--- config.mk ---
export PLATFORM = sky130hd
export DESIGN_NAME = http_request_head_parser
export DESIGN_NICKNAME = d
export VERILOG_FILES = /design/src/rtl/hrp_pkg.sv /design/src/rtl/hrp_cfg_regs.sv /design/src/rtl/http_request_head_parser.sv
export VERILOG_INCLUDE_DIRS = /design/src /design/src/rtl
export SDC_FILE = /design/constraint.sdc
export NUM_CORES = 1
export LEC_CHECK = 0
export BUFFER_PORTS_ARGS = -buffer_cell sky130_fd_sc_hd__buf_2
export CAP_MARGIN = 10
export CORE_AREA = 3 3 181 183
export DETAILED_ROUTE_END_ITERATION = 12
export DIE_AREA = 0 0 184 186
export PLACE_DENSITY = 0.42
export SYNTH_ARGS = -nofsm -noshare
export SYNTH_HDL_FRONTEND = slang
export SYNTH_SLANG_ARGS = --single-unit
--- constraint.sdc ---
create_clock -name aclk -period 10.3 [get_ports aclk]
set_input_delay 2.06 -clock aclk [delete_from_list [all_inputs] [get_ports aclk]]
set_output_delay 2.06 -clock aclk [all_outputs]
set_load 0.03 [all_outputs]
--- src/rtl/http_request_head_parser_assert.svh ---
// Assertion macros for the request head parser.
`ifndef HTTP_REQUEST_HEAD_PARSER_ASSERT_SVH
`define HTTP_REQUEST_HEAD_PARSER_ASSERT_SVH

// Same-cycle implication, checked while out of reset.
`define HRP_ASSERT_NOW(label, ante, cons, msg) \
    label: assert property (@(posedge aclk) disable iff (!aresetn) (ante) |-> (cons)) \
        else $error(msg);

// Next-cycle implication, checked while out of reset.
`define HRP_ASSERT_NEXT(label, ante, cons, msg) \
    label: assert property (@(posedge aclk) disable iff (!aresetn) (ante) |=> (cons)) \
        else $error(msg);

`endif

--- src/rtl/hrp_pkg.sv ---
// Shared types, codes and helpers for the request head parser.
package hrp_pkg;

    localparam int COUNT_BITS_DEFAULT = 16;
    localparam int CFG_INDEX_BITS     = 3;
    localparam int CFG_DATA_BITS      = 16;

    localparam logic [7:0] CHAR_SPACE = 8'h20;
    localparam logic [7:0] CHAR_QMARK = 8'h3F;
    localparam logic [7:0] CHAR_COLON = 8'h3A;
    localparam logic [7:0] CHAR_CR    = 8'h0D;
    localparam logic [7:0] CHAR_LF    = 8'h0A;
    localparam logic [7:0] CHAR_UPPER_A = 8'h41;
    localparam logic [7:0] CHAR_UPPER_Z = 8'h5A;
    localparam logic [7:0] CTRL_MAX   = 8'h1F;  // highest plain control byte

    typedef enum logic [2:0] {
        CFG_METHOD_LIMIT  = 3'd0,
        CFG_PATH_LIMIT    = 3'd1,
        CFG_QUERY_LIMIT   = 3'd2,
        CFG_VERSION_LIMIT = 3'd3,
        CFG_HEADER_LIMIT  = 3'd4,
        CFG_HIGH_INVALID  = 3'd5
    } cfg_index_t;

    typedef enum logic [2:0] {
        FK_METHOD    = 3'd0,
        FK_PATH      = 3'd1,
        FK_QUERY     = 3'd2,
        FK_VERSION   = 3'd3,
        FK_HEADER    = 3'd4,
        FK_BODY      = 3'd5,
        FK_DELIM     = 3'd6,
        FK_DISCARDED = 3'd7
    } field_kind_t;

    typedef enum logic [2:0] {
        ST_OK       = 3'd0,  // 200
        ST_BAD      = 3'd1,  // 400
        ST_NOTIMPL  = 3'd2,  // 501
        ST_URI      = 3'd3,  // 414
        ST_VERSION  = 3'd4,  // 505
        ST_HEADERS  = 3'd5   // 431
    } status_t;

    typedef struct packed {
        logic [7:0]  method_limit;
        logic [11:0] path_limit;
        logic [11:0] query_limit;
        logic [7:0]  version_limit;
        logic [15:0] header_limit;
        logic        high_bytes_invalid;
    } cfg_t;

    function automatic logic [7:0] to_lower(input logic [7:0] b);
        if (b >= CHAR_UPPER_A && b <= CHAR_UPPER_Z) begin
            return b + 8'd32;
        end
        return b;
    endfunction

    function automatic logic is_ctrl(input logic [7:0] b, input logic high_invalid);
        return (b <= CTRL_MAX) || (b[7] && high_invalid);
    endfunction

endpackage

--- src/rtl/hrp_cfg_regs.sv ---
// Configuration register file for the request head parser.
module hrp_cfg_regs
    import hrp_pkg::*;
(
    input  logic                      aclk,
    input  logic                      aresetn,
    input  logic                      cfg_we,
    input  logic [CFG_INDEX_BITS-1:0] cfg_addr,
    input  logic [CFG_DATA_BITS-1:0]  cfg_wdata,
    output cfg_t                      cfg
);

    cfg_t cfg_reg;

    always_ff @(posedge aclk) begin
        if (!aresetn) begin
            cfg_reg.method_limit       <= 8'd8;
            cfg_reg.path_limit         <= 12'd128;
            cfg_reg.query_limit        <= 12'd256;
            cfg_reg.version_limit      <= 8'd16;
            cfg_reg.header_limit       <= 16'd2048;
            cfg_reg.high_bytes_invalid <= 1'b1;
        end else if (cfg_we) begin
            case (cfg_index_t'(cfg_addr))
                CFG_METHOD_LIMIT:  cfg_reg.method_limit       <= cfg_wdata[7:0];
                CFG_PATH_LIMIT:    cfg_reg.path_limit         <= cfg_wdata[11:0];
                CFG_QUERY_LIMIT:   cfg_reg.query_limit        <= cfg_wdata[11:0];
                CFG_VERSION_LIMIT: cfg_reg.version_limit      <= cfg_wdata[7:0];
                CFG_HEADER_LIMIT:  cfg_reg.header_limit       <= cfg_wdata[15:0];
                CFG_HIGH_INVALID:  cfg_reg.high_bytes_invalid <= cfg_wdata[0];
                default: ;  // unused index, write dropped
            endcase
        end
    end

    assign cfg = cfg_reg;

endmodule

--- src/rtl/http_request_head_parser.sv ---
// A byte accepted at one edge shows its registered result item in the cycle after.
// Throughput: one byte per cycle; the output register stalls input only when
// a result is held and m_ready is low. Parse state advances once per byte.
// Reset (aresetn low, synchronous) clears the parse state and output valid and
// loads the register defaults. A last byte returns the parse state to reset;
// configuration keeps its values.
`include "http_request_head_parser_assert.svh"

module http_request_head_parser
    import hrp_pkg::*;
#(
    parameter int COUNT_BITS = COUNT_BITS_DEFAULT
) (
    input  logic                      aclk,
    input  logic                      aresetn,
    input  logic                      cfg_we,
    input  logic [CFG_INDEX_BITS-1:0] cfg_addr,
    input  logic [CFG_DATA_BITS-1:0]  cfg_wdata,
    input  logic                      s_valid,
    output logic                      s_ready,
    input  logic [7:0]                s_data_byte,
    input  logic                      s_last_byte,
    output logic                      m_valid,
    input  logic                      m_ready,
    output logic [7:0]                m_out_byte,
    output logic [2:0]                m_field_kind,
    output logic                      m_decided,
    output logic                      m_request_done,
    output logic [2:0]                m_status,
    output logic [15:0]               m_body_length
);

    localparam int CMP_BITS  = (COUNT_BITS > 16) ? COUNT_BITS : 16;
    localparam int BODY_BITS = (COUNT_BITS < 16) ? COUNT_BITS : 16;

    typedef enum logic [2:0] {
        PH_METHOD  = 3'd0,
        PH_PATH    = 3'd1,
        PH_QUERY   = 3'd2,
        PH_VERSION = 3'd3,
        PH_HEADER  = 3'd4,
        PH_BODY    = 3'd5
    } phase_t;

    cfg_t cfg;

    hrp_cfg_regs u_cfg (
        .aclk      (aclk),
        .aresetn   (aresetn),
        .cfg_we    (cfg_we),
        .cfg_addr  (cfg_addr),
        .cfg_wdata (cfg_wdata),
        .cfg       (cfg)
    );

    // parse state
    phase_t                 phase_reg, phase_next;
    logic [2:0]             ler_reg, ler_next;
    logic [COUNT_BITS-1:0]  fc_reg, fc_next;
    logic                   key_reg, key_next;
    logic                   fixed_reg, fixed_next;
    status_t                latch_reg, latch_next;
    logic [BODY_BITS-1:0]   bc_reg, bc_next;

    // result register
    logic                   m_valid_reg;
    logic [7:0]             ob_reg, ob_next;
    field_kind_t            kind_reg, kind_next;
    logic                   decided_reg, decided_next;
    logic                   done_reg;
    status_t                status_reg, status_next;
    logic [BODY_BITS-1:0]   blen_reg, blen_next;

    logic accept;

    function automatic logic [CMP_BITS-1:0] limit_of(input phase_t ph, input cfg_t c);
        unique case (ph)
            PH_METHOD:  return CMP_BITS'(c.method_limit);
            PH_PATH:    return CMP_BITS'(c.path_limit);
            PH_QUERY:   return CMP_BITS'(c.query_limit);
            PH_VERSION: return CMP_BITS'(c.version_limit);
            default:    return CMP_BITS'(c.header_limit);
        endcase
    endfunction

    function automatic status_t field_error(input phase_t ph, input logic [2:0] ler,
                                            input logic fc_zero);
        unique case (ph)
            PH_METHOD:  return ST_NOTIMPL;
            PH_PATH:    return ST_URI;
            PH_QUERY:   return ST_URI;
            PH_VERSION: return (ler == 3'd0 || fc_zero) ? ST_VERSION : ST_BAD;
            PH_HEADER:  return (ler >= 3'd3) ? ST_BAD : ST_HEADERS;
            default:    return ST_OK;
        endcase
    endfunction

    assign s_ready = !m_valid_reg || m_ready;
    assign accept  = s_valid && s_ready;

    always_comb begin
        logic [7:0]            b;
        logic                  ctl;
        logic                  lineend;
        logic                  fc_max;
        b       = s_data_byte;
        ctl     = is_ctrl(b, cfg.high_bytes_invalid);
        lineend = (b == CHAR_CR) || (b == CHAR_LF);
        fc_max  = &fc_reg;

        phase_next = phase_reg;
        ler_next   = ler_reg;
        fc_next    = fc_reg;
        key_next   = key_reg;
        fixed_next = fixed_reg;
        latch_next = latch_reg;
        bc_next    = bc_reg;
        ob_next    = b;
        kind_next  = FK_DISCARDED;

        if (fixed_reg) begin
            if (phase_reg == PH_BODY) begin
                kind_next = FK_BODY;
                if (!(&bc_reg)) begin
                    bc_next = bc_reg + 1'b1;
                end
            end
        end else if (phase_reg != PH_BODY &&
                     CMP_BITS'(fc_reg) >= limit_of(phase_reg, cfg)) begin
            // limit lowered under a running field
            fixed_next = 1'b1;
            latch_next = field_error(phase_reg, ler_reg, fc_reg == '0);
        end else begin
            unique case (phase_reg)
                PH_METHOD: begin
                    ob_next = to_lower(b);
                    if (b == CHAR_SPACE) begin
                        kind_next = FK_DELIM;
                        if (fc_reg == '0) begin
                            fixed_next = 1'b1;
                            latch_next = ST_NOTIMPL;
                        end else begin
                            phase_next = PH_PATH;
                            fc_next    = '0;
                        end
                    end else begin
                        kind_next = FK_METHOD;
                        if (ctl) begin
                            fixed_next = 1'b1;
                            latch_next = ST_BAD;
                        end else if (!fc_max) begin
                            fc_next = fc_reg + 1'b1;
                        end
                    end
                end
                PH_PATH: begin
                    if (b == CHAR_QMARK || b == CHAR_SPACE) begin
                        kind_next = FK_DELIM;
                        if (fc_reg == '0) begin
                            fixed_next = 1'b1;
                            latch_next = ST_URI;
                        end else begin
                            phase_next = (b == CHAR_QMARK) ? PH_QUERY : PH_VERSION;
                            fc_next    = '0;
                            ler_next   = 3'd0;
                        end
                    end else begin
                        kind_next = FK_PATH;
                        if (ctl) begin
                            fixed_next = 1'b1;
                            latch_next = ST_BAD;
                        end else if (!fc_max) begin
                            fc_next = fc_reg + 1'b1;
                        end
                    end
                end
                PH_QUERY: begin
                    if (b == CHAR_SPACE) begin
                        kind_next  = FK_DELIM;
                        phase_next = PH_VERSION;
                        fc_next    = '0;
                        ler_next   = 3'd0;
                    end else begin
                        kind_next = FK_QUERY;
                        if (ctl) begin
                            fixed_next = 1'b1;
                            latch_next = ST_BAD;
                        end else if (!fc_max) begin
                            fc_next = fc_reg + 1'b1;
                        end
                    end
                end
                PH_VERSION: begin
                    ob_next = to_lower(b);
                    if (lineend) begin
                        kind_next = FK_DELIM;
                        ler_next  = ler_reg + 3'd1;
                        if (ler_reg >= 3'd1) begin
                            if (fc_reg == '0) begin
                                fixed_next = 1'b1;
                                latch_next = ST_VERSION;
                            end else begin
                                phase_next = PH_HEADER;
                                fc_next    = '0;
                                ler_next   = 3'd2;  // version line end starts the run
                            end
                        end
                    end else begin
                        kind_next = FK_VERSION;
                        if (ctl) begin
                            fixed_next = 1'b1;
                            latch_next = ST_BAD;
                        end else if (!fc_max) begin
                            fc_next = fc_reg + 1'b1;
                        end
                    end
                end
                PH_HEADER: begin
                    kind_next = FK_HEADER;
                    if (key_reg) begin
                        ob_next = to_lower(b);
                    end
                    if (b == CHAR_COLON) begin
                        key_next = 1'b0;
                    end
                    if (lineend) begin
                        key_next = 1'b1;
                        ler_next = ler_reg + 3'd1;
                    end else if (ctl) begin
                        fixed_next = 1'b1;
                        latch_next = ST_BAD;
                    end else begin
                        ler_next = 3'd0;
                    end
                    if (!fixed_next) begin
                        if (!fc_max) begin
                            fc_next = fc_reg + 1'b1;
                        end
                        if (ler_next >= 3'd4) begin
                            // blank line: header end
                            fixed_next = 1'b1;
                            latch_next = ST_OK;
                            phase_next = PH_BODY;
                            ler_next   = 3'd0;
                        end
                    end
                end
                default: ;
            endcase
            if (!fixed_next && phase_next != PH_BODY &&
                CMP_BITS'(fc_next) >= limit_of(phase_next, cfg)) begin
                fixed_next = 1'b1;
                latch_next = field_error(phase_next, ler_next, fc_next == '0);
            end
        end

        decided_next = fixed_next;
        status_next  = ST_OK;
        blen_next    = '0;
        if (s_last_byte) begin
            status_next = fixed_next ? latch_next
                                     : field_error(phase_next, ler_next, fc_next == '0);
            blen_next   = bc_next;
            phase_next  = PH_METHOD;
            ler_next    = 3'd0;
            fc_next     = '0;
            key_next    = 1'b1;
            fixed_next  = 1'b0;
            latch_next  = ST_OK;
            bc_next     = '0;
        end
    end

    always_ff @(posedge aclk) begin
        if (!aresetn) begin
            phase_reg   <= PH_METHOD;
            ler_reg     <= 3'd0;
            fc_reg      <= '0;
            key_reg     <= 1'b1;
            fixed_reg   <= 1'b0;
            latch_reg   <= ST_OK;
            bc_reg      <= '0;
            m_valid_reg <= 1'b0;
        end else begin
            if (accept) begin
                phase_reg   <= phase_next;
                ler_reg     <= ler_next;
                fc_reg      <= fc_next;
                key_reg     <= key_next;
                fixed_reg   <= fixed_next;
                latch_reg   <= latch_next;
                bc_reg      <= bc_next;
                ob_reg      <= ob_next;
                kind_reg    <= kind_next;
                decided_reg <= decided_next;
                done_reg    <= s_last_byte;
                status_reg  <= status_next;
                blen_reg    <= blen_next;
            end
            if (accept) begin
                m_valid_reg <= 1'b1;
            end else if (m_ready) begin
                m_valid_reg <= 1'b0;
            end
        end
    end

    assign m_valid        = m_valid_reg;
    assign m_out_byte     = ob_reg;
    assign m_field_kind   = kind_reg;
    assign m_decided      = decided_reg;
    assign m_request_done = done_reg;
    assign m_status       = status_reg;
    assign m_body_length  = 16'(blen_reg);

    `HRP_ASSERT_NOW(a_body_fixed, phase_reg == PH_BODY, fixed_reg, "body phase undecided")
    `HRP_ASSERT_NOW(a_body_decided, m_valid && kind_reg == FK_BODY, m_decided, "body undecided")
    `HRP_ASSERT_NOW(a_status_done, m_valid && !done_reg, status_reg == ST_OK, "status not done")
    `HRP_ASSERT_NEXT(a_done_clears, accept && s_last_byte, !fixed_reg, "state not cleared")

endmodule
# Word level (Yosys, flattened, before mapping)
# Index checks and enable logic that the tools add are counted.
dict set report word_totals {
  register_bits 133
  inputBits 33
  output_inout_bits 34
  elab_cells 244
}
dict set report op_classes {
  add_sub_neg 4
  order_cmp 10
  n_eq_ne 27
  mux 142
  reduce_logical 41
}
# cell n
set ops {}
lappend ops {{2-to-1 mux 16 bit} 21}
lappend ops {{2-to-1 mux 3 bit} 62}
lappend ops {{case mux 16 bit (4 select lines)} 2}
lappend ops {{case mux 16 bit (5 select lines)} 1}
lappend ops {{2-to-1 mux 8 bit} 7}
lappend ops {{zero test 16 bit} 3}
lappend ops {{case mux 3 bit (4 select lines)} 4}
lappend ops {{case mux 3 bit (5 select lines)} 3}
lappend ops {{2-to-1 mux 1 bit} 39}
lappend ops {{adder 16 x 1 -> 16 bit (second input constant)} 2}
lappend ops {{greater-or-equal comparator 16 bit} 2}
lappend ops {{AND reduction 16 bit} 2}
lappend ops {{== test 3 x 2 -> 1 bit (second input constant)} 8}
lappend ops {{== test 8 x 6 -> 1 bit (second input constant)} 3}
lappend ops {{case mux 8 bit (3 select lines)} 1}
lappend ops {{zero test 3 bit} 7}
lappend ops {{== test 3 bit (second input constant)} 6}
lappend ops {{== test 8 x 4 -> 1 bit (second input constant)} 2}
lappend ops {{AND reduction 2 bit} 7}
lappend ops {{== test 3 x 1 -> 1 bit (second input constant)} 4}
lappend ops {{greater-or-equal comparator 3 x 2 -> 1 bit (second input constant)} 3}
lappend ops {{adder 8 x 6 -> 8 bit (second input constant)} 1}
lappend ops {{greater-or-equal comparator 8 x 7 -> 1 bit (second input constant)} 1}
lappend ops {{less-or-equal comparator 8 x 5 -> 1 bit (second input constant)} 1}
lappend ops {{15 further kinds} 32}

# Logic depth before layout (Yosys ltp)
# Gate-level depths: netlist (run 1).
dict set report logic_depth {
  word_depth 23
  depth_mapped 23
  ltp_nobuf 21
}

# Cells and area by module
# Synthesis (run 1) repeated with hierarchy kept, for this count alone.
dict set report hier_totals {
  hier_cells 1059
  hier_area_um2 8869.8
}
# module instances cells_each area_each_um2
set by_module_without_submodules {}
lappend by_module_without_submodules {http_request_head_parser 1 845 6688.9}
lappend by_module_without_submodules {hrp_cfg_regs 1 214 2180.8}

# Worst setup path after synthesis (run 1)
# No wires, ideal clock.
dict set report synth_timing {
  kind {input to register}
  start {input s_data_byte[7]}
  end {register status_reg[2], in the netlist m_status[2], data pin}
  setup_time_ns 0.267
  arrival_ns 6.366
  required_ns 10.033
  slack_ns 3.668
  cell_stages 20
  cell_sequence {clkbuf_1 -> or3_1 -> a211oi_1 -> buf_2 -> nand2_1 -> o22ai_1 -> buf_2 -> nor3b_1 -> a222oi_1 -> ha_1 -> a21o_1 -> a21o_1 -> a21oi_1 -> o21ai_0 -> a21oi_1 -> nor2_1 -> a211o_1 -> o21bai_1 -> a31oi_1 -> a221oi_2}
}
dict set report synth_via {
  elab_chain_len 23
  elab_cells_between_ends 113
}
# element line_no
set synth_rtl {}
lappend synth_rtl {{from (decl)} http_request_head_parser.sv:21} ;# input logic [7:0] s_data_byte,
lappend synth_rtl {{less-or-equal comparator 8 x 5 -> 1 bit or logical AND 1 bit (tied branches)} hrp_pkg.sv:63} ;# return (b <= CTRL_MAX) || (b[7] && high_invalid);
lappend synth_rtl {{logical OR 1 bit} hrp_pkg.sv:63}
lappend synth_rtl {{2-to-1 mux 3 bit} http_request_head_parser.sv:229} ;# end else if (ctl) begin
lappend synth_rtl {{2-to-1 mux 3 bit} http_request_head_parser.sv:226} ;# if (lineend) begin
lappend synth_rtl {{2-to-1 mux 3 bit} http_request_head_parser.sv:134} ;# unique case (phase_reg)
lappend synth_rtl {{2-to-1 mux 3 bit} http_request_head_parser.sv:128} ;# end else if (phase_reg != PH_BODY &&
lappend synth_rtl {{2-to-1 mux 3 bit} http_request_head_parser.sv:121} ;# if (fixed_reg) begin
lappend synth_rtl {{greater-or-equal comparator 3 bit} http_request_head_parser.sv:239} ;# if (ler_next >= 3'd4) begin
lappend synth_rtl {{(+8 left out)} --}
lappend synth_rtl {{2-to-1 mux 16 bit} http_request_head_parser.sv:121}
lappend synth_rtl {{greater-or-equal comparator 16 bit} http_request_head_parser.sv:251} ;# CMP_BITS'(fc_next) >= limit_of(phase_next, cfg)) begin
lappend synth_rtl {{logical AND 1 bit} http_request_head_parser.sv:250} ;# if (!fixed_next && phase_next != PH_BODY &&
lappend synth_rtl {{2-to-1 mux 1 bit *} http_request_head_parser.sv:250}
lappend synth_rtl {{2-to-1 mux 1 bit *} http_request_head_parser.sv:128}
lappend synth_rtl {{2-to-1 mux 1 bit *} http_request_head_parser.sv:121}
lappend synth_rtl {{named net decided_next} http_request_head_parser.sv:69} ;# logic decided_reg, decided_next;
lappend synth_rtl {{2-to-1 mux 3 bit *} http_request_head_parser.sv:261} ;# status_next = fixed_next ? latch_next
lappend synth_rtl {{to (signal assigned)} http_request_head_parser.sv:297} ;# status_reg <= status_next;
lappend synth_rtl {{to (decl)} http_request_head_parser.sv:71} ;# status_t status_reg, status_next;
# The timed path passes the listed nets; every way through them passes the cells marked *. The select of a mux whose other input is x is not followed.
# A chain may end at the register's enable or synchronous reset.

# Worst setup path after layout (run 1)
dict set report layout_timing {
  start {input s_data_byte[1]}
  end {register status_reg[2], in the netlist m_status[2], data pin}
}
dict set report layout_via {
  elab_chain_len 23
  elab_cells_between_ends 112
}
# element line_no
set layout_rtl {}
lappend layout_rtl {{less-or-equal comparator 8 x 5 -> 1 bit} hrp_pkg.sv:63}
lappend layout_rtl {{logical OR 1 bit} hrp_pkg.sv:63}
lappend layout_rtl {{2-to-1 mux 3 bit} http_request_head_parser.sv:229}
lappend layout_rtl {{2-to-1 mux 3 bit} http_request_head_parser.sv:226}
lappend layout_rtl {{2-to-1 mux 3 bit} http_request_head_parser.sv:134}
lappend layout_rtl {{2-to-1 mux 3 bit} http_request_head_parser.sv:128}
lappend layout_rtl {{2-to-1 mux 3 bit} http_request_head_parser.sv:121}
lappend layout_rtl {{greater-or-equal comparator 3 bit} http_request_head_parser.sv:239}
lappend layout_rtl {{(+8 left out)} --}
lappend layout_rtl {{2-to-1 mux 16 bit} http_request_head_parser.sv:121}
lappend layout_rtl {{greater-or-equal comparator 16 bit} http_request_head_parser.sv:251}
lappend layout_rtl {{logical AND 1 bit} http_request_head_parser.sv:250}
lappend layout_rtl {{2-to-1 mux 1 bit *} http_request_head_parser.sv:250}
lappend layout_rtl {{2-to-1 mux 1 bit *} http_request_head_parser.sv:128}
lappend layout_rtl {{2-to-1 mux 1 bit *} http_request_head_parser.sv:121}
lappend layout_rtl {{named net decided_next} http_request_head_parser.sv:69}
lappend layout_rtl {{2-to-1 mux 3 bit *} http_request_head_parser.sv:261}
# Marks and branches as above.

==> results of run 1 <==
-- how the worst max path moves through the flow --
| stage | slack (ns) | endpoint | from | cells past startpoint |
|---|---|---|---|---|
| global placement | 3.01 | m_status[2]$_SDFFCE_PN0P_ | s_data_byte[7] | 18 |
| detailed placement | 2.79 | m_status[2]$_SDFFCE_PN0P_ | s_data_byte[7] | 18 |
| floorplan | 3.67 | m_status[2]$_SDFFCE_PN0P_ | s_data_byte[7] | 20 |
| finish | 3.44 | m_status[2]$_SDFFCE_PN0P_ | s_data_byte[1] | 20 |
| global route | 3.02 | m_status[2]$_SDFFCE_PN0P_ | s_data_byte[1] | 20 |
| CTS | 3.26 | m_status[2]$_SDFFCE_PN0P_ | s_data_byte[7] | 18 |
-- worst max-delay path: stages --
cell      delay, ns
buf_2          0.13
nor4_1         0.37
a311oi_1       0.28
nor2_1         0.33
o311ai_0       0.19
buf_2          0.20
a22o_1         0.33
nor3b_1        0.69
a222oi_1       0.22
ha_1           0.35
a21o_1         0.16
a21o_1         0.16
a21oi_1        0.13
o21ai_0        0.11
a21oi_1        0.29
nor2_1         0.12
a211o_1        0.37
o21bai_1       0.19
a31oi_1        0.24
a221oi_2       0.09
-- power by group through the flow --
stage | sequential, uW | clock [uW] | combinational (uW)
after floorplan | 573 | 0 | 61.3
after global placement | 565 | 0 | 115
after detailed placement | 565 | 0 | 115
after CTS | 554 | 619 | 115
after global routing | 555 | 638 | 126
final | 554 | 602 | 114
-- cell usage after synthesis, drive strengths merged, types with 20 or more instances --
| cell type | number |
|---|---|
| o21ai | 51 |
| inv | 20 |
| a21oi | 118 |
| clkbuf | 55 |
| nand3 | 37 |
| dfxtp | 101 |
| a22oi | 33 |
| mux2i | 27 |
| nand2 | 181 |
| ha | 40 |
| nor2 | 104 |
| nor3 | 27 |
| edfxtp | 32 |
-- cell type report --
| class | instances | area, um2 |
|---|---|---|
| Clock inverter | 11 | 100 |
| Fill cell | 3395 | 21400 |
| Clock buffer | 21 | 470 |
| Inverter | 21 | 78.8 |
| Timing Repair Buffer | 81 | 440 |
| Multi-Input combinational cell | 870 | 5390 |
| Sequential cell | 133 | 2980 |
| Tap cell | 402 | 503 |
-- cells in the final DEF (no fill, tap or decap), types with 5 or more instances in the layout --
| master | count |
|---|---|
| xnor2_1 | 10 |
| nand4_1 | 12 |
| dfxtp_1 | 100 |
| mux2i_1 | 27 |
| a31oi_1 | 11 |
| xor2_1 | 6 |
| nand2b_1 | 7 |
| o21ai_1 | 5 |
| a21oi_1 | 116 |
| a22oi_1 | 33 |
| a211o_1 | 7 |
| a211oi_1 | 11 |
| or3_1 | 10 |
| and2_1 | 9 |
| mux2_2 | 5 |
| and3_1 | 12 |
| o22ai_1 | 8 |
| buf_2 | 67 |
| nand2_1 | 180 |
| ha_1 | 40 |
| o21ai_0 | 46 |
| a21o_1 | 11 |
| nor2_1 | 103 |
| nor3_1 | 26 |
| clkbuf_16 | 17 |
| nand3_1 | 37 |
| or4_1 | 8 |
| nor2b_1 | 10 |
| nor4_1 | 11 |
| edfxtp_1 | 32 |
| mux4_2 | 8 |
| buf_4 | 14 |
| o211ai_1 | 7 |
| inv_1 | 19 |
-- per-stage QoR --
step	hold WS, ns	cell area [um2]	util	total power [uW]	std cells
after detailed placement	0.467	9390	0.299	680	1505
after global placement	0.461	9390	0.299	680	1505
after global routing	0.498	9970	0.318	1320	1539
final	0.473	9970	0.318	1270	1539
after floorplan	0.439	8690	-	634	1090
after CTS	0.474	9960	0.317	1290	1537
-- routing by layer --
layer | GRT usage | vias to the layer above
li1 | - | 4105
met1 | 0.254 | 4065
met2 | 0.283 | 204
met3 | 0.0270 | 24
met4 | 0.0457 | 0
met5 | 0 | -
-- logic make-up after synthesis --
group                      count (synthesis)  synth area share
muxes                                     40            0.0583
AOI/OAI and AO/OA                        320             0.242
adders and majority gates                 40            0.0576
xor gates and xnor gates                  16            0.0161
buffers and inverters                     87            0.0386
DFF                                      133             0.343
and+or+nand+nor                          454             0.245
==> flow_summary.yaml, run 1 <==
outcome:
  status: "finished clean"
pwr:
  p_leak_uw: 0.00373
  sequentialPowerShare: 0.436
  swShare: 0.266
  p_clk_frac: 0.474
  switchingPower_uw: 338
  intPower_uw: 932
  p_per_area_nw_per_um2: 127
  p_comb_frac: 0.090
  ir_worst_vdd_mv: 0.105
floorplan:
  coreArea_um2: 31400
  die_w_um: 184
  core.rowCount: 65
  die_y_um: 186
  ios: 67
  start_util: 0.277
  die_area_um2: 34200
logic_synthesis:
  ys_types: 86
  syn_area_per_cell_um2: 7.97
  synth_seq_cells: 133
  synth_area_leader_cell: "dfxtp_1"
  synth.cell_area_um2: 8690
  netlist_top_cells_area: "dfxtp_1, edfxtp_1, nand2_1"
  synth-async-reset-ratio: 0
  syn-num-nets: 1163
  synth.top_cell.area_share: 0.233
  syn_inst: 1090
  synth_edf_count: 32
  yosysWarnings: 0
  ys.flop_type: "dfxtp_1"
  ys_seq_area_frac: 0.343
route:
  drc: 0
  via_per_inst: 5.46
  top_layer_used: "met4"
  m1WireLength_um: 14800
  routedWlPerCell_um: 19.6
  wl_met3_um: 1370
  routed_wl_um: 30200
  route.met2.wl_um: 13600
  firstDrtPassIters: 5
  ant_nets: 0
  vias: 8398
  drtIter0Drc: 531
global_routing:
  grt_pass1_vias: 8050
  grt_max_degree: 92
  grt_pass1_wl_um: 48000
  antenna_found_initial: 0
  grt_usage: 0.178
  grt_overflow: 0
final_layout:
  nets: 1197
  insertedDiodeCount: 0
  drive_above_1_share: 0.135
  largest_reg_flops: 57
  syn2layout_area_growth_pct: 14.7
cts:
  cts_made_buffers: 17
  cts_num_sinks: 133
  clkTransAtPathRegs_ns: 0.06
  cts_setup_buffers: 0
  root_buffer: "clkbuf_16"
  cts_tree: "done"
  clk_path_buf_depth: 2
  cts_resized: 0
  ctsHoldBuffers: 0
  clk_latency_ns: 0.43
  cts_htree_levels: 4
timing:
  rsz0062_at_grt: "false"
  fin_setup_tns_ns: 0
  finalClockSkew_ns: 0.0137
  slew_headroom: 0.284
  fmax_mhz: 146
  period_share: 0.666
  finalHoldViolCount: 0
  worst_pin_slew_ns: 1.07
  setup_viol: 0
  fin_crit_ns: 6.86
  setup_ws_ns: 3.44
  final_max_slew_viol_count: 0
worst_hold_path:
  whs_path_depth: 2
  hp-class: "flop to flop"
  min-delay-start: "u_cfg.cfg[49]$_SDFFE_PN0P_"
  min_to: "u_cfg.cfg[49]$_SDFFE_PN0P_"
critical_path:
  rr_worst_depth: 20
  worstReg2RegStart: "fc_reg[0]$_SDFFE_PN0P_"
  cp_data_arrival_time_ns: 7.02
  r2r-end: "m_status[2]$_SDFFCE_PN0P_"
  cp.required_ns: 10.46
  reg2reg_slack_ns: 4.18
  crit_path_start_kind: "input pin"
  crit_type: "input pin to flop"
  critPathMaxFanout: 9
  critPathCaptureType: "flop"
place:
  pre_cts_slack_ns: 2.79
  globalplace.congestion: 0.839
  dp_hpwl_um: 21900
  io_buffer_count: 66
run:
  cap_violations: 0
No activity file was read; power rests on OpenSTA's default activity.
==> inputs of run 2 (changes only) <==
==> constraint.sdc (replaced) <==
create_clock -name aclk -period 7.1 [get_ports aclk]
set_input_delay 1.42 -clock aclk [delete_from_list [all_inputs] [get_ports aclk]]
set_output_delay 1.42 -clock aclk [all_outputs]
set_load 0.03 [all_outputs]
==> run 2 against run 1 <==
Net effect: critical path depth is 2 lower; non-clock buffer count is 6 higher; die area unchanged.
==> flow_summary.yaml, run 2 (synthesized netlist as in run 1, its figures left out) <==
route:
  routedWlPerCell_um: 19.6
  vias: 8436
  via_per_inst: 5.46
  drc: 0
  drtIter0Drc: 668
  ant_nets: 0
  routed_wl_um: 30300
  firstDrtPassIters: 5
place:
  dp_hpwl_um: 22200
  globalplace.congestion: 0.845
  placed_cell_area_um2: 9450
  io_buffer_count: 66
outcome:
  status: "finished clean"
pwr:
  p_per_area_nw_per_um2: 185
  ir_worst_vdd_mv: 0.163
  p_leak_uw: 0.00375
  finalPower_uw: 1860
final_layout:
  insertedDiodeCount: 0
  nets: 1203
  largest_reg_flops: 57
  fin_area_um2: 10000
  syn2layout_area_growth_pct: 15.5
  post-route-util: 0.320
  final_cell_mix: "nand2_1, a21oi_1, nor2_1"
  drive_above_1_share: 0.140
  final_common_cell: "nand2_1"
timing:
  fin_crit_ns: 6.07
  setup_viol: 0
  slew_headroom: 0.201
  worst_pin_slew_ns: 1.19
  fin_setup_tns_ns: 0
  finalHoldViolCount: 0
  period_share: 0.855
  rsz0062_at_grt: "false"
  fmax_mhz: 165
  finalClockSkew_ns: 0.0281
  final_max_slew_viol_count: 0
critical_path:
  crit_path_start_kind: "input pin"
  critPathCaptureType: "flop"
  cp_data_arrival_time_ns: 6.23
  cp.required_ns: 7.26
  critPathMaxFanout: 7
  crit_type: "input pin to flop"
floorplan:
  start_util: 0.277
  core.rowCount: 65
  die_w_um: 184
  ios: 67
  die_area_um2: 34200
  coreArea_um2: 31400
  die_y_um: 186
cts:
  clk_latency_ns: 0.44
  cts_made_buffers: 17
  cts_tree: "done"
  clkTransAtPathRegs_ns: 0.06
  cts_num_sinks: 133
  clk_path_buf_depth: 2
  cts_resized: 0
  ctsHoldBuffers: 0
  cts_setup_buffers: 0
  cts_htree_levels: 4
  root_buffer: "clkbuf_16"
global_routing:
  grt_pass1_wl_um: 47500
  grt_max_degree: 93
  antenna_found_initial: 0
  grt_pass1_vias: 7895
  grt_usage: 0.178
  grt_overflow: 0
run:
  cap_violations: 0
worst_hold_path:
  hp-class: "flop to flop"
-- run 2: cell types whose count changed in the layout (fill, tap and decap cells not counted) --
cell        before  now
buf_2           67   66
buf_4           14   21
clkbuf_16       17   18
clkinv_2         4    2
clkinv_4         4    1
clkinvlp_4       0    4
nor3_1          26   25
nor3_2           1    2
-- run 2: path summary, 6_finish.rpt --
| check | from | endpoint | slack, ns | cells past startpoint |
|---|---|---|---|---|
| max | s_data_byte[1] | m_status[2]$_SDFFCE_PN0P_ | 1.03 | 18 |
| min | u_cfg.cfg[56]$_SDFFE_PN0P_ | u_cfg.cfg[56]$_SDFFE_PN0P_ | 0.47 | 2 |
| max reg2reg | fc_reg[0]$_SDFFE_PN0P_ | m_status[2]$_SDFFCE_PN0P_ | 1.32 | 19 |
| min reg2reg | u_cfg.cfg[56]$_SDFFE_PN0P_ | u_cfg.cfg[56]$_SDFFE_PN0P_ | 0.47 | 2 |
-- run 2: worst max-delay path: stages --
cell and delay, ns:
buf_2 0.13, nor4_1 0.46, a311oi_1 0.30, nor2_1 0.33, o311ai_0 0.35, buf_4 0.26, a211oi_1 0.67, a221oi_1 0.22
ha_1 0.36, a21o_1 0.16, a211oi_1 0.23, o21ai_0 0.12, a21oi_1 0.24, nor2_1 0.11, a211o_1 0.37, o21bai_1 0.19
a31oi_1 0.23, a221oi_2 0.09
-- run 2: power by group --
part / internal, uW / switching [uW] / total [uW]
clock: 531 / 360 / 891
sequential: 792 / 11.6 / 804
combinational: 49.5 / 115 / 165
-- run 2: final cells by class --
| class | count | area [um2] |
|---|---|---|
| fill | 3380 | 21400 |
| clock buffer | 22 | 495 |
| inverter | 21 | 78.8 |
| timing repair buffer | 87 | 488 |
| tap | 402 | 503 |
| sequential | 133 | 2980 |
| multi-input combinational | 870 | 5400 |
| clock inverter | 10 | 93.8 |
-- run 2: stage by stage --
step           setup slack [ns]  hold slack (ns)  cells
2_1_floorplan              1.11            0.439   1090
3_3_place_gp              0.754            0.464   1513
3_5_place_dp              0.688            0.465   1513
4_1_cts                    1.14            0.472   1545
5_1_grt                   0.812            0.494   1545
6_report                   1.03            0.473   1545
-- run 2: metal layers --
layer | routed length, um | global-route usage | share of wire | vias to the layer above
li1 | - | - | - | 4127
met1 | 14700 | 0.254 | 0.48 | 4052
met2 | 13900 | 0.286 | 0.46 | 241
met3 | 1490 | 0.0305 | 0.049 | 16
met4 | 238 | 0.0348 | 0.0079 | 0
met5 | 0 | 0 | 0 | -
==> inputs of run 3 (changes only) <==
--- a/config.mk
+++ b/config.mk
@@ -11,7 +11,8 @@
 export CORE_AREA = 3 3 181 183
 export DETAILED_ROUTE_END_ITERATION = 12
 export DIE_AREA = 0 0 184 186
-export PLACE_DENSITY = 0.42
+export MAX_ROUTING_LAYER = met4
+export PLACE_DENSITY = 0.43
 export SYNTH_ARGS = -nofsm -noshare
 export SYNTH_HDL_FRONTEND = slang
 export SYNTH_SLANG_ARGS = --single-unit
==> constraint.sdc (replaced) <==
create_clock -name aclk -period 5.1 [get_ports aclk]
set_input_delay 1.02 -clock aclk [delete_from_list [all_inputs] [get_ports aclk]]
set_output_delay 1.02 -clock aclk [all_outputs]
set_load 0.03 [all_outputs]
==> run 3 against run 2 <==
Net effect: clock skew shrank 0.0071 ns; worst hold slack got worse by 0.0052 ns; clock-buffer cell count decreased by 3; utilization increased by 3.4 points; sequential share of layout area decreased by 2.8 points; first-iteration DRC count grew 1.5%; critical endpoint unchanged; largest power group unchanged; highest routed layer unchanged.
==> flow_summary.yaml, run 3 (synthesized netlist as in run 1, its figures left out) <==
outcome:
  status: "finished clean"
cts:
  cts_tree: "done"
  cts_made_buffers: 17
  cts_num_sinks: 133
  root_buffer: "clkbuf_16"
  clkTransAtPathRegs_ns: 0.06
  clk_latency_ns: 0.44
  ctsHoldBuffers: 0
  cts_htree_levels: 4
  clk_path_buf_depth: 2
global_routing:
  grt_usage: 0.191
  grt_pass1_wl_um: 49700
  antenna_found_initial: 0
  grt_overflow: 0
  grt_pass1_vias: 8630
  grt_max_degree: 92
timing:
  final_max_slew_viol_count: 0
  slew_headroom: 0.277
  fin_setup_tns_ns: 0
  fin_crit_ns: 4.97
  fmax_mhz: 201
  period_share: 0.974
  finalClockSkew_ns: 0.0210
  finalHoldViolCount: 0
  worst_pin_slew_ns: 1.08
  setup_viol: 0
  setup_ws_ns: 0.134
  fin_hold_ws_ns: 0.468
final_layout:
  post-route-util: 0.354
  final_common_cell: "nand2_1"
  final_cell_mix: "nand2_1, buf_4, a21oi_1"
  drive_above_1_share: 0.235
  nets: 1326
  insertedDiodeCount: 0
  syn2layout_area_growth_pct: 27.7
  largest_reg_flops: 57
  final.fill_count: 3354
critical_path:
  crit_slowest_cell: "or4b_2"
  cp.required_ns: 5.36
  cpMostUsedCell: "buf_4"
  path_cells: "buf_2 > buf_4 > or4b_2 > a2111oi_1 > o32ai_1 > nand2_4 > a211oi_1 > nor3_1 > ha_1 > a21o_1 > a21oi_1 > o21ai_0 > a21oi_1 > buf_4 > nor2_2 > a211o_1 > buf_4 > a21boi_0 > a221oi_2"
  rr_worst_depth: 20
  crit_path_start_kind: "input pin"
  critPathCaptureType: "flop"
  crit_type: "input pin to flop"
  r2r-end: "m_status[2]$_SDFFCE_PN0P_"
  cp_slowest_stage_delay_ns: 0.66
  cp_data_arrival_time_ns: 5.23
  worstReg2RegStart: "fc_reg[14]$_SDFFE_PN0P_"
  critPathMaxFanout: 9
  reg2reg_slack_ns: 0.20
worst_hold_path:
  min-delay-start: "u_cfg.cfg[51]$_SDFFE_PN0P_"
  hp-class: "flop to flop"
  min_to: "u_cfg.cfg[51]$_SDFFE_PN0P_"
  whs_path_depth: 2
pwr:
  p_per_area_nw_per_um2: 240
  ir_worst_vdd_mv: 0.240
  p_leak_uw: 0.00440
floorplan:
  die_w_um: 184
  ios: 67
  die_y_um: 186
  core.rowCount: 65
  coreArea_um2: 31400
  start_util: 0.277
  die_area_um2: 34200
route:
  ant_nets: 0
  drtIter0Drc: 678
  firstDrtPassIters: 5
  via_per_inst: 5.39
  vias: 8986
  routed_wl_um: 31700
  routedWlPerCell_um: 19.0
  drc: 0
place:
  dp_hpwl_um: 23600
  globalplace.congestion: 0.895
  io_buffer_count: 66
  pre_cts_slack_ns: -0.372
run:
  cap_violations: 0
[run 3: cell count changes in the layout (fill, tap and decap cells not counted), sizes merged]
cell      delta
buf        +123
clkinv       +4
clkbuf       -3
bufinv       +2
inv          -2
clkinvlp     -1
[run 3: repair_timing]
action                                  CTS  global route
resized for setup                         3            15
endpoints found under the hold margin     0             0
pin swaps                                 1             7
endpoints found under the setup margin    6             7
setup buffers                             1             0
[run 3: worst max-delay path by stage]
stage,startpoint,to,slack [ns],cells after the start
6_report,s_data_byte[7],m_status[2]$_SDFFCE_PN0P_,0.13,19
5_1_grt,s_data_byte[6],m_status[2]$_SDFFCE_PN0P_,-0.003,22
4_1_cts,s_data_byte[7],m_status[2]$_SDFFCE_PN0P_,0.09,19
3_5_place_dp,s_data_byte[7],m_status[2]$_SDFFCE_PN0P_,-0.37,19
3_3_place_gp,s_data_byte[3],m_status[2]$_SDFFCE_PN0P_,-0.35,21
2_1_floorplan,s_data_byte[7],m_status[2]$_SDFFCE_PN0P_,0.0003,22
[run 3: routing by layer]
metal	part of all wire	track usage	routed length [um]
met4	0.022	0.0559	690
met5	0	-	0
met3	0.048	0.0319	1510
met2	0.44	0.287	13800
met1	0.50	0.264	15700
[run 3: critical path: cells and delay by family]
kind | cells | cell delay (ns)
AO/OA/AOI/OAI | 10 | 1.98
adder cells (fa/ha/maj) | 1 | 0.32
buffers and inverters | 4 | 0.61
AND/OR/NAND/NOR | 4 | 1.29
[run 3: area by class of cell]
| cell class | count | area, um2 | share of cell area |
|---|---|---|---|
| clock buffers | 19 | 443 | 0.0399 |
| clock inverters | 13 | 159 | 0.0143 |
| inverters | 21 | 78.8 | 0.00710 |
| multi-input cells | 870 | 5500 | 0.495 |
| flip-flops and latches | 133 | 2980 | 0.269 |
| well taps | 402 | 503 | 0.0453 |
| repair buffers | 210 | 1440 | 0.130 |
[run 3: stage by stage]
stage                     cells  area, um2  total power (uW)
after floorplan            1090       8740              1280
after global placement     1635      10400              1400
after detailed placement   1635      10400              1400
after CTS                  1668      11000              2700
after global routing       1668      11100              2770
final                      1668      11100              2670
[run 3: power breakdown]
group	switching (uW)	leakage (uW)	internal, uW	total, uW
Sequential	14.5	0.00112	1100	1120
Combinational	173	0.00299	94.9	268
Clock	506	0.000289	779	1290
